==> src/hw/rtl/rmc_pkg.sv <==
package rmc_pkg;

	// request codes
	localparam logic [1:0] REQ_POST  = 2'd0;
	localparam logic [1:0] REQ_BUILD = 2'd1;
	localparam logic [1:0] REQ_RECV  = 2'd2;
	localparam logic [1:0] REQ_TICK  = 2'd3;

	// configuration register indexes
	localparam logic [0:0] REG_MAX_PENDING   = 1'd0;
	localparam logic [0:0] REG_TIMEOUT_TICKS = 1'd1;

	localparam logic [15:0] MAX_PENDING_RST   = 16'd1024;
	localparam logic [31:0] TIMEOUT_TICKS_RST = 32'd10000;
	localparam logic [31:0] MAX_QUEUE         = 32'd65535;
	localparam logic [15:0] HALF_SEQ          = 16'd32767;

	// sequence map entries; slot is the low sequence bits, so a power of two
	localparam int SEQ_WINDOW = 64;

	// controller to datapath commands
	typedef struct packed {
		logic start;     // latch request, do the work that needs no map read
		logic map_rd;    // issue read of ack slot
		logic ack_eval;  // evaluate hit with read data
		logic clr_step;  // clear one map entry at clr index
		logic finish;    // finish recv part, load output word
	} rmc_cmd_t;

	// datapath to controller status
	typedef struct packed {
		logic is_recv;
		logic ack_hit;
		logic clr_last;
	} rmc_sts_t;

	// 16-bit wrap-around "a newer than b"; exactly half-way apart is newer
	// only when a is numerically below b
	function automatic logic newer_seq(input logic [15:0] a, input logic [15:0] b);
		logic [15:0] d;
		d = a - b;
		return (d != 16'd0) && ((d <= HALF_SEQ) || ((d == HALF_SEQ + 16'd1) && (a < b)));
	endfunction

endpackage

==> src/hw/rtl/rmc_ctrl.sv <==
module rmc_ctrl (
	input  logic              clk,
	input  logic              arst_n,
	input  logic              in_fire,
	input  logic              out_busy,
	input  rmc_pkg::rmc_sts_t sts,
	output rmc_pkg::rmc_cmd_t cmd,
	output logic              idle
);

	localparam logic [2:0] ST_IDLE  = 3'd0;
	localparam logic [2:0] ST_DECO  = 3'd1;
	localparam logic [2:0] ST_READ  = 3'd2;
	localparam logic [2:0] ST_EVAL  = 3'd3;
	localparam logic [2:0] ST_CLEAR = 3'd4;
	localparam logic [2:0] ST_DONE  = 3'd5;

	logic [2:0] state_q, state_d;

	// next state and commands
	always_comb begin
		state_d = state_q;
		cmd = '0;
		case (state_q)
			ST_IDLE: begin
				if (in_fire) begin
					cmd.start = 1'b1;
					state_d = ST_DECO;
				end
			end
			ST_DECO: begin
				if (sts.is_recv) begin
					cmd.map_rd = 1'b1;
					state_d = ST_READ;
				end else begin
					state_d = ST_DONE;
				end
			end
			ST_READ: begin
				cmd.ack_eval = 1'b1;
				state_d = ST_EVAL;
			end
			ST_EVAL: state_d = sts.ack_hit ? ST_CLEAR : ST_DONE;
			ST_CLEAR: begin
				cmd.clr_step = 1'b1;
				if (sts.clr_last) state_d = ST_DONE;
			end
			ST_DONE: begin
				if (!out_busy) begin
					cmd.finish = 1'b1;
					state_d = ST_IDLE;
				end
			end
			default: state_d = ST_IDLE;
		endcase
	end

	always_ff @(posedge clk or negedge arst_n) begin
		if (!arst_n) state_q <= ST_IDLE;
		else state_q <= state_d;
	end

	assign idle = (state_q == ST_IDLE);

endmodule

==> src/hw/rtl/rmc_dp.sv <==
module rmc_dp (
	input  logic              clk,
	input  logic              arst_n,
	input  rmc_pkg::rmc_cmd_t cmd,
	output rmc_pkg::rmc_sts_t sts,
	input  logic [1:0]        req_type,
	input  logic [15:0]       ack_in,
	input  logic              rel_present_in,
	input  logic [15:0]       seq_in,
	input  logic [31:0]       first_msg_in,
	input  logic [15:0]       count_in,
	input  logic [15:0]       max_pending,
	input  logic [31:0]       timeout_ticks,
	output logic              out_load,
	output logic              accepted,
	output logic              rel_section,
	output logic [15:0]       packet_sequence,
	output logic [15:0]       packet_ack_sequence,
	output logic [31:0]       packet_first_msg,
	output logic [15:0]       packet_msg_count,
	output logic [15:0]       ack_out,
	output logic [31:0]       skip_count,
	output logic              timeout_flag
);

	localparam int AW = (rmc_pkg::SEQ_WINDOW > 1) ? $clog2(rmc_pkg::SEQ_WINDOW) : 1;
	localparam logic [AW-1:0] LAST_IDX = AW'(rmc_pkg::SEQ_WINDOW - 1);

	// sender / receiver state
	logic [15:0] send_seq_q, acked_seq_q, recv_seq_q;
	logic [31:0] first_pend_q, next_id_q, recv_msg_q, idle_q;
	logic        ack_flag_q;
	logic [rmc_pkg::SEQ_WINDOW-1:0] map_vld_q;

	// sequence map: tag and message id in a memory, valid bits in flops
	logic [47:0] map_mem [rmc_pkg::SEQ_WINDOW];
	logic [47:0] rd_data_q;
	logic [AW-1:0] clr_idx_q;

	// latched request
	logic [1:0]  req_q;
	logic [15:0] ack_q, seq_q, cnt_q;
	logic        rel_q, hit_q;
	logic [31:0] first_q;

	logic [31:0] pend;
	assign pend = next_id_q - first_pend_q;

	logic [AW-1:0] ack_slot, send_slot;
	logic [15:0]   send_next;
	assign ack_slot  = ack_q[AW-1:0];
	assign send_next = send_seq_q + 16'd1;
	assign send_slot = send_next[AW-1:0];

	// hit check on registered read data
	logic        hit;
	logic [31:0] rec_msg, rel_ofs;
	assign rec_msg = rd_data_q[31:0];
	assign rel_ofs = rec_msg - first_pend_q;
	assign hit = rmc_pkg::newer_seq(ack_q, acked_seq_q) && map_vld_q[ack_slot]
		&& (rd_data_q[47:32] == ack_q);

	// clear sweep: entry tag inside acked..ack (acked_seq_q still old)
	logic [15:0] span, tag_d;
	logic [15:0] map_mem_tag;
	logic [47:0] clr_rd_q;
	assign map_mem_tag = clr_rd_q[47:32];
	assign span  = ack_q - acked_seq_q + 16'd1;
	assign tag_d = map_mem_tag - acked_seq_q;

	assign sts.is_recv  = (req_q == rmc_pkg::REQ_RECV);
	assign sts.ack_hit  = hit_q;
	assign sts.clr_last = (clr_idx_q == LAST_IDX);

	// memory write on build, reads for ack slot and sweep
	logic build_wr;
	assign build_wr = cmd.start && (req_type == rmc_pkg::REQ_BUILD) && (pend != 32'd0);
	always_ff @(posedge clk) begin
		if (build_wr) map_mem[send_slot] <= {send_next, next_id_q};
		if (cmd.map_rd) rd_data_q <= map_mem[ack_slot];
		clr_rd_q <= map_mem[cmd.clr_step ? AW'(clr_idx_q + 1'b1) : '0];
	end

	// request latch
	always_ff @(posedge clk) begin
		if (cmd.start) begin
			req_q <= req_type;
			ack_q <= ack_in;
			rel_q <= rel_present_in;
			seq_q <= seq_in;
			first_q <= first_msg_in;
			cnt_q <= count_in;
		end
	end

	// output word fields computed at start (post/build) or finish (recv)
	logic        acc_q, hr_q;
	logic [15:0] pseq_q, pack_q, pcnt_q;
	logic [31:0] pfirst_q, skip_q;

	logic recv_new;
	assign recv_new = rel_q && rmc_pkg::newer_seq(seq_q, recv_seq_q);

	always_ff @(posedge clk or negedge arst_n) begin
		if (!arst_n) begin
			send_seq_q <= '0; acked_seq_q <= '0; recv_seq_q <= '0;
			first_pend_q <= '0; next_id_q <= '0; recv_msg_q <= '0;
			idle_q <= '0; ack_flag_q <= 1'b0; map_vld_q <= '0;
			hit_q <= 1'b0; clr_idx_q <= '0;
			acc_q <= 1'b0; hr_q <= 1'b0; pseq_q <= '0; pack_q <= '0;
			pcnt_q <= '0; pfirst_q <= '0; skip_q <= '0;
		end else begin
			if (cmd.start) begin
				acc_q <= 1'b0; hr_q <= 1'b0; pseq_q <= '0; pack_q <= '0;
				pcnt_q <= '0; pfirst_q <= '0; skip_q <= '0;
				clr_idx_q <= '0;
				case (req_type)
					rmc_pkg::REQ_POST: begin
						if (pend < rmc_pkg::MAX_QUEUE) begin
							next_id_q <= next_id_q + 32'd1;
							acc_q <= 1'b1;
						end
					end
					rmc_pkg::REQ_BUILD: begin
						if (pend != 32'd0) begin
							send_seq_q <= send_next;
							map_vld_q[send_slot] <= 1'b1;
							hr_q <= 1'b1;
							pseq_q <= send_next;
							pack_q <= acked_seq_q;
							pfirst_q <= first_pend_q;
							pcnt_q <= pend[15:0];
						end
						ack_flag_q <= 1'b0;
					end
					rmc_pkg::REQ_RECV: idle_q <= '0;
					default: if (idle_q != '1) idle_q <= idle_q + 32'd1;
				endcase
			end
			if (cmd.ack_eval) begin
				hit_q <= hit;
				if (hit) begin
					first_pend_q <= (rel_ofs > pend) ? next_id_q : rec_msg;
				end
			end
			// one entry a cycle; clr_rd_q holds entry clr_idx_q
			if (cmd.clr_step) begin
				if (map_vld_q[clr_idx_q] && (tag_d < span)) map_vld_q[clr_idx_q] <= 1'b0;
				clr_idx_q <= clr_idx_q + 1'b1;
				if (clr_idx_q == LAST_IDX) acked_seq_q <= ack_q;
			end
			if (cmd.finish && sts.is_recv) begin
				hit_q <= 1'b0;
				if (recv_new) begin
					recv_seq_q <= seq_q;
					ack_flag_q <= 1'b1;
					acc_q <= 1'b1;
					skip_q <= recv_msg_q - first_q;
					recv_msg_q <= first_q + {16'd0, cnt_q};
				end
			end
		end
	end

	// finish uses live state for ack and timeout
	logic [15:0] ack_now;
	assign ack_now = (sts.is_recv && recv_new) ? seq_q : recv_seq_q;

	assign out_load            = cmd.finish;
	assign accepted            = acc_q | (sts.is_recv && recv_new);
	assign rel_section         = hr_q;
	assign packet_sequence     = pseq_q;
	assign packet_ack_sequence = pack_q;
	assign packet_first_msg    = pfirst_q;
	assign packet_msg_count    = pcnt_q;
	assign ack_out             = ack_now;
	assign skip_count          = (sts.is_recv && recv_new) ? (recv_msg_q - first_q) : skip_q;
	assign timeout_flag        = (pend > {16'd0, max_pending}) || (idle_q >= timeout_ticks);

endmodule

==> src/hw/rtl/reliable_message_channel_unit.sv <==
// Reliable message channel bookkeeping (sender and receiver counters).
// Input channel: valid/ready with req_type and packet fields, one word per item.
// Output channel: valid/ready, exactly one result word per accepted item.
// APB port: register 0 max_pending at 0x0, register 1 timeout_ticks at 0x4.
// Post, build and tick go from the accept through the decode and done states to
// the output register; an incoming packet adds a map read and a hit check, and
// on an acknowledgement hit the map clearing sweep of one entry per cycle.
// One item is in flight at a time; ready is high only while the controller
// is idle, so a new item is not taken while the last is still in progress.
// Reset clears all counters, marks every map entry invalid and loads the
// register defaults (1024, 10000). No clearing pass is needed after reset.
// If the receiver stalls, the result waits in the output register and the
// next item is taken but held before its final step until the word leaves.
module reliable_message_channel_unit (
	input  logic        clk,
	input  logic        arst_n,
	input  logic        valid,
	output logic        ready,
	input  logic [1:0]  req_type,
	input  logic [15:0] ack_in,
	input  logic        rel_present_in,
	input  logic [15:0] seq_in,
	input  logic [31:0] first_msg_in,
	input  logic [15:0] count_in,
	output logic        out_valid,
	input  logic        out_ready,
	output logic        accepted,
	output logic        rel_section,
	output logic [15:0] packet_sequence,
	output logic [15:0] packet_ack_sequence,
	output logic [31:0] packet_first_msg,
	output logic [15:0] packet_msg_count,
	output logic [15:0] ack_out,
	output logic [31:0] skip_count,
	output logic        timeout_flag,
	input  logic        psel,
	input  logic        penable,
	input  logic        pwrite,
	input  logic [2:0]  paddr,
	input  logic [31:0] pwdata,
	output logic [31:0] prdata,
	output logic        pready
);

	logic [15:0] max_pend_q;
	logic [31:0] tmo_q;
	logic        idle, out_load;
	rmc_pkg::rmc_cmd_t cmd;
	rmc_pkg::rmc_sts_t sts;

	// configuration registers
	assign pready = 1'b1;
	always_ff @(posedge clk or negedge arst_n) begin
		if (!arst_n) begin
			max_pend_q <= rmc_pkg::MAX_PENDING_RST;
			tmo_q <= rmc_pkg::TIMEOUT_TICKS_RST;
		end else if (psel && penable && pwrite) begin
			if (paddr[2] == rmc_pkg::REG_MAX_PENDING) max_pend_q <= pwdata[15:0];
			else tmo_q <= pwdata;
		end
	end
	assign prdata = (paddr[2] == rmc_pkg::REG_MAX_PENDING) ? {16'd0, max_pend_q} : tmo_q;

	assign ready = idle;

	logic out_busy;
	assign out_busy = out_valid && !out_ready;

	rmc_ctrl u_ctrl (
		.clk(clk), .arst_n(arst_n), .in_fire(valid && ready), .out_busy(out_busy),
		.sts(sts), .cmd(cmd), .idle(idle)
	);

	logic        w_acc, w_hr, w_to;
	logic [15:0] w_pseq, w_pack, w_pcnt, w_ack;
	logic [31:0] w_pfirst, w_skip;

	rmc_dp u_dp (
		.clk(clk), .arst_n(arst_n), .cmd(cmd), .sts(sts),
		.req_type(req_type), .ack_in(ack_in), .rel_present_in(rel_present_in),
		.seq_in(seq_in), .first_msg_in(first_msg_in), .count_in(count_in),
		.max_pending(max_pend_q), .timeout_ticks(tmo_q), .out_load(out_load),
		.accepted(w_acc), .rel_section(w_hr), .packet_sequence(w_pseq),
		.packet_ack_sequence(w_pack), .packet_first_msg(w_pfirst),
		.packet_msg_count(w_pcnt), .ack_out(w_ack), .skip_count(w_skip),
		.timeout_flag(w_to)
	);

	// output register
	always_ff @(posedge clk or negedge arst_n) begin
		if (!arst_n) out_valid <= 1'b0;
		else if (out_load) out_valid <= 1'b1;
		else if (out_ready) out_valid <= 1'b0;
	end
	always_ff @(posedge clk) begin
		if (out_load) begin
			accepted <= w_acc; rel_section <= w_hr; packet_sequence <= w_pseq;
			packet_ack_sequence <= w_pack; packet_first_msg <= w_pfirst;
			packet_msg_count <= w_pcnt; ack_out <= w_ack;
			skip_count <= w_skip; timeout_flag <= w_to;
		end
	end

endmodule

==> config.mk <==
export PLATFORM = sky130hd
export DESIGN_NAME = reliable_message_channel_unit
export DESIGN_NICKNAME = d
export VERILOG_FILES = /design/src/hw/rtl/rmc_pkg.sv /design/src/hw/rtl/rmc_ctrl.sv /design/src/hw/rtl/rmc_dp.sv /design/src/hw/rtl/reliable_message_channel_unit.sv
export SDC_FILE = /design/constraint.sdc
export NUM_CORES = 2
export LEC_CHECK = 0
export ABC_CLOCK_PERIOD_IN_PS = 9800
export BUFFER_PORTS_ARGS = -buffer_cell sky130_fd_sc_hd__buf_2
export CORE_UTILIZATION = 31
export CTS_CLUSTER_SIZE = 30
export DETAILED_ROUTE_END_ITERATION = 8
export GPL_TIMING_DRIVEN = 1
export REMOVE_ABC_BUFFERS = 1
export SYNTH_ARGS = -nofsm -noshare
export SYNTH_HDL_FRONTEND = slang
export SYNTH_SLANG_ARGS = --single-unit
==> constraint.sdc <==
create_clock -name clk -period 9.8 [get_ports clk]
set_input_delay 1.96 -clock clk [delete_from_list [all_inputs] [get_ports clk]]
set_output_delay 1.96 -clock clk [all_outputs]
set_load 0.02 [all_outputs]
==> results_dict.tcl <==
set metrics [dict create \
    route.met3.wl_mm 51.0 \
    required_ns 10.38 \
    p_seq_frac 0.442 \
    p_clk_frac 0.341 \
    holdBufCountCts 0 \
    ioPinCount 291 \
    grt_pass1_vias 91900 \
    synthToLayoutAreaGrowth_pct 14.2 \
    start_kind "flop" \
    place_hpwl_mm 294 \
    netlist_area_sq_um 163000 \
    synth-seq-area-share 0.679 \
    htree_levels 5 \
    wl_per_cell_um 29.5 \
    synth-compound-area-share 0.0610 \
    drt_first_pass_iters 5 \
    outcome "completed" \
    post_drt_via_cell_ratio 5.53 \
    cpMostUsedCell "buf_4" \
    regArea_sq_um 111000 \
    synthMuxAreaShare 0.164 \
    crit_chain "ha_1, a21oi_1, nor3_1, or2_2, or3_1, o211a_1, a311o_1, nand4_2, nor4_4, buf_4, a21oi_4, nand2_2, buf_4, nor3_2, buf_4, buf_4" \
    cts_setup_buffers 0 \
    synth_flop_cell "edfxtp_1" \
    grt_pass1_wl_mm 706 \
    clk_pin_slew_ns 0.06 \
    crit_fanout 68 \
    ys_types 93 \
    layout.nets 10200 \
    stdcell_count 17100 \
    p_per_area_nw_per_um2 226 \
    dp_cells 16400 \
    grt_max_degree 164 \
    root_buffer "clkbuf_16" \
    rsz0062_at_grt "no" \
    slew_violations 0 \
    crit_path_end_kind "flop" \
    p_int_mw 29.6 \
    critPathLaunch "u_dp.next_id_q[14]" \
    n_fill_cell 49000 \
    clock_sinks 3763 \
    setup_ws_ns 2.65 \
    power_leakage_nw 59.4 \
    arrival_ns 7.73 \
    wl_met2_mm 229 \
    max-vdd-ir-drop_uv 184 \
    antenna_found_initial 34 \
    coreArea_sq_um 525000 \
    initial_core_util 0.311 \
    fin_skew_ns 0.0691 \
    wl_met1_mm 205 \
    synth_edf_count 3334 \
    synth_area_leaders "edfxtp_1, mux4_2, dfrtp_1" \
    clock_latency_ns 1.00 \
    fp.dieArea_sq_um 529000 \
    max_stage_delay_ns 1.12 \
    cts_buffers 382 \
    gp_congestion 0.862 \
    numPortBuffers 287 \
    hold_start "u_dp.packet_ack_sequence[4]" \
    drc 0 \
    grt_overflow_total 0 \
    netlist.area_leader.share 0.614 \
    die_h_um 728 \
    tns_ns 0 \
    multiInputGateArea_sq_um 49900 \
    cts_resized 0 \
    hold_path.class "reg2reg" \
    critPathKind "reg2reg" \
    synth_simple_gate_area_frac 0.0433 \
    min_period_ns 7.15 \
    highest_layer "met5" \
    timing.fmax_ghz 0.140 \
    ant_nets 0 \
    clockBufferDepth 4 \
    synth_largest_area_cell "edfxtp_1" \
    pre_cts_ws_ns 2.64 \
    slew_headroom 0.0715 \
    swShare 0.297 \
    placementRows 266 \
    drive_gt1_frac 0.247 \
    maxCapViolCount 0 \
    cts_tree "done" \
    power_frac_comb 0.217 \
    tightest_slew_ns 1.39 \
    yosys_warnings 0 \
    globalRouteTotalUtil 0.184 \
    initialDrtViolationCount 12500 \
    switching_power_mw 12.5 \
    synthAdderAreaFrac 0.0205 \
    setup-violations-final 0 \
    ys_ff_latch 3763 \
    synth-xor-area-share 0.0133 \
    synth.avg_cell_area_sq_um 17.4 \
    period_share 0.730 \
    total_power_mw 42.1 \
    async_flop_share 0.110 \
    totalWireLength_mm 504 \
    synth_top_family_by_area "multiplexers" \
    syn_inst 9397 \
    regToRegStartpoint "u_dp.next_id_q[14]" \
    routed-via-count 94500 \
    finalHoldViolCount 0 \
    slowest_stage "dfrtp_2" \
    die_x_um 728 \
]
[sequential cells by signal, indices dropped and copies added, names as in the netlist, 32 cells and up]
| signal | flops |
|---|---|
| u_dp.rd_data_q | 48 |
| u_dp.skip_q | 32 |
| u_dp.packet_first_msg | 32 |
| u_dp.first_pend_q | 32 |
| skip_count | 32 |
| u_dp.idle_q | 32 |
| u_dp.map_vld_q | 64 |
| packet_first_msg | 32 |
| u_dp.recv_msg_q | 32 |
| u_dp.first_q | 32 |
| u_dp.next_id_q | 32 |
| tmo_q | 32 |
| u_dp.map_mem | 3072 |
[synthesized netlist by cell type (all sizes together) (35+ instances only)]
library cell  instances
nor2b                37
o21a                 48
edfxtp             3334
nand2b               35
nor2                202
a21oi               232
mux2i                96
clkbuf              410
a21o                 74
and2                175
xnor2               150
o221ai              137
mux4               1072
o21ai               383
nand4                43
nand2               609
buf                 152
inv                 236
mux2                148
a31oi               160
dfrtp               407
nand3               137
o22ai               145
xor2                 96
nor3                120
ha                  256
a211oi              160
and3                 35
[power by group through the flow]
stage / clock network (mW) / logic, mW / registers [mW]
after CTS: 14.6 / 9.10 / 18.6
after floorplan: 0 / 7.76 / 19.6
after global placement: 0 / 9.06 / 18.9
after detailed placement: 0 / 9.05 / 18.9
final: 14.4 / 9.13 / 18.6
after global routing: 15.2 / 9.75 / 18.6
[logic make-up (layout without fill, tap and decap cells)]
| group | after synthesis | count (layout) |
|---|---|---|
| AOI/OAI and AO/OA | 1523 | 1523 |
| buffers and inverters | 798 | 1515 |
| xor gates and xnor gates | 246 | 246 |
| other | 1 | 12 |
| muxes | 1316 | 1316 |
| adders and majority gates | 263 | 263 |
| DFF | 3763 | 3763 |
| and+or+nand+nor | 1487 | 1487 |
[per-stage QoR]
step	hold slack, ns	util	instance area [sq um]
finish	0.449	0.355	186000
global route	0.459	0.355	186000
detailed placement	0.439	0.332	174000
CTS	0.449	0.355	186000
global placement	0.431	0.332	174000
floorplan	0.425	-	161000
[final timing paths]
kind / end / slack (ns) / cells past startpoint
min: packet_ack_sequence[4] / 0.45 / 0
min in group asynchronous: u_dp.recv_seq_q[7] / 1.04 / 1
max reg2reg: u_dp.map_mem[12][8] / 2.65 / 16
max: u_dp.map_mem[12][8] / 2.65 / 16
min reg2reg: packet_ack_sequence[4] / 0.45 / 0
max in group asynchronous: u_dp.idle_q[10] / 6.88 / 3
[cell type report]
cell class	count	share of cell area
flip-flops and latches	3763	0.595
multi-input cells	4836	0.268
clock buffers	489	0.0544
well taps	6968	0.0468
repair buffers	577	0.0207
clock inverters	213	0.0105
inverters	236	0.00477
diodes	11	0.000148
[placed cells by master (no fill, tap or decap), types with 67 or more instances in the layout]
cell / synthesis / routed
mux2i_1: 96 / 96
mux2_2: 146 / 146
xnor2_1: 150 / 150
clkbuf_1: 409 / 92
a21o_1: 74 / 73
edfxtp_1: 3334 / 3334
a211oi_1: 159 / 159
nand2_1: 609 / 604
o21ai_0: 367 / 366
clkbuf_16: 0 / 385
dfrtp_1: 407 / 377
nor2_1: 202 / 197
o221ai_1: 137 / 137
nand3_1: 137 / 137
mux4_2: 1072 / 1072
nor3_2: 4 / 69
xor2_1: 95 / 85
a31oi_1: 160 / 160
o22ai_1: 145 / 145
clkinv_1: 0 / 84
buf_4: 3 / 273
clkinv_2: 0 / 67
a21oi_1: 230 / 228
ha_1: 256 / 255
and2_1: 175 / 173
inv_1: 236 / 234
buf_2: 38 / 285
[worst max-delay path: cells and delay by family, from the launching register on]
| family | cells | cell delay (ns) |
|---|---|---|
| compound gates | 4 | 1.10 |
| fa+ha+maj | 1 | 0.47 |
| buf+inv | 4 | 1.84 |
| flops | 1 | 1.12 |
| simple gates | 7 | 2.04 |
[per-layer routing]
metal / vias up / global-route usage
met5: - / 0
met3: 864 / 0.0419
met4: 18 / 0.0633
met1: 49900 / 0.256
li1: 38900 / -
met2: 4777 / 0.286
Note: power is estimated with default switching activity, not from simulation.
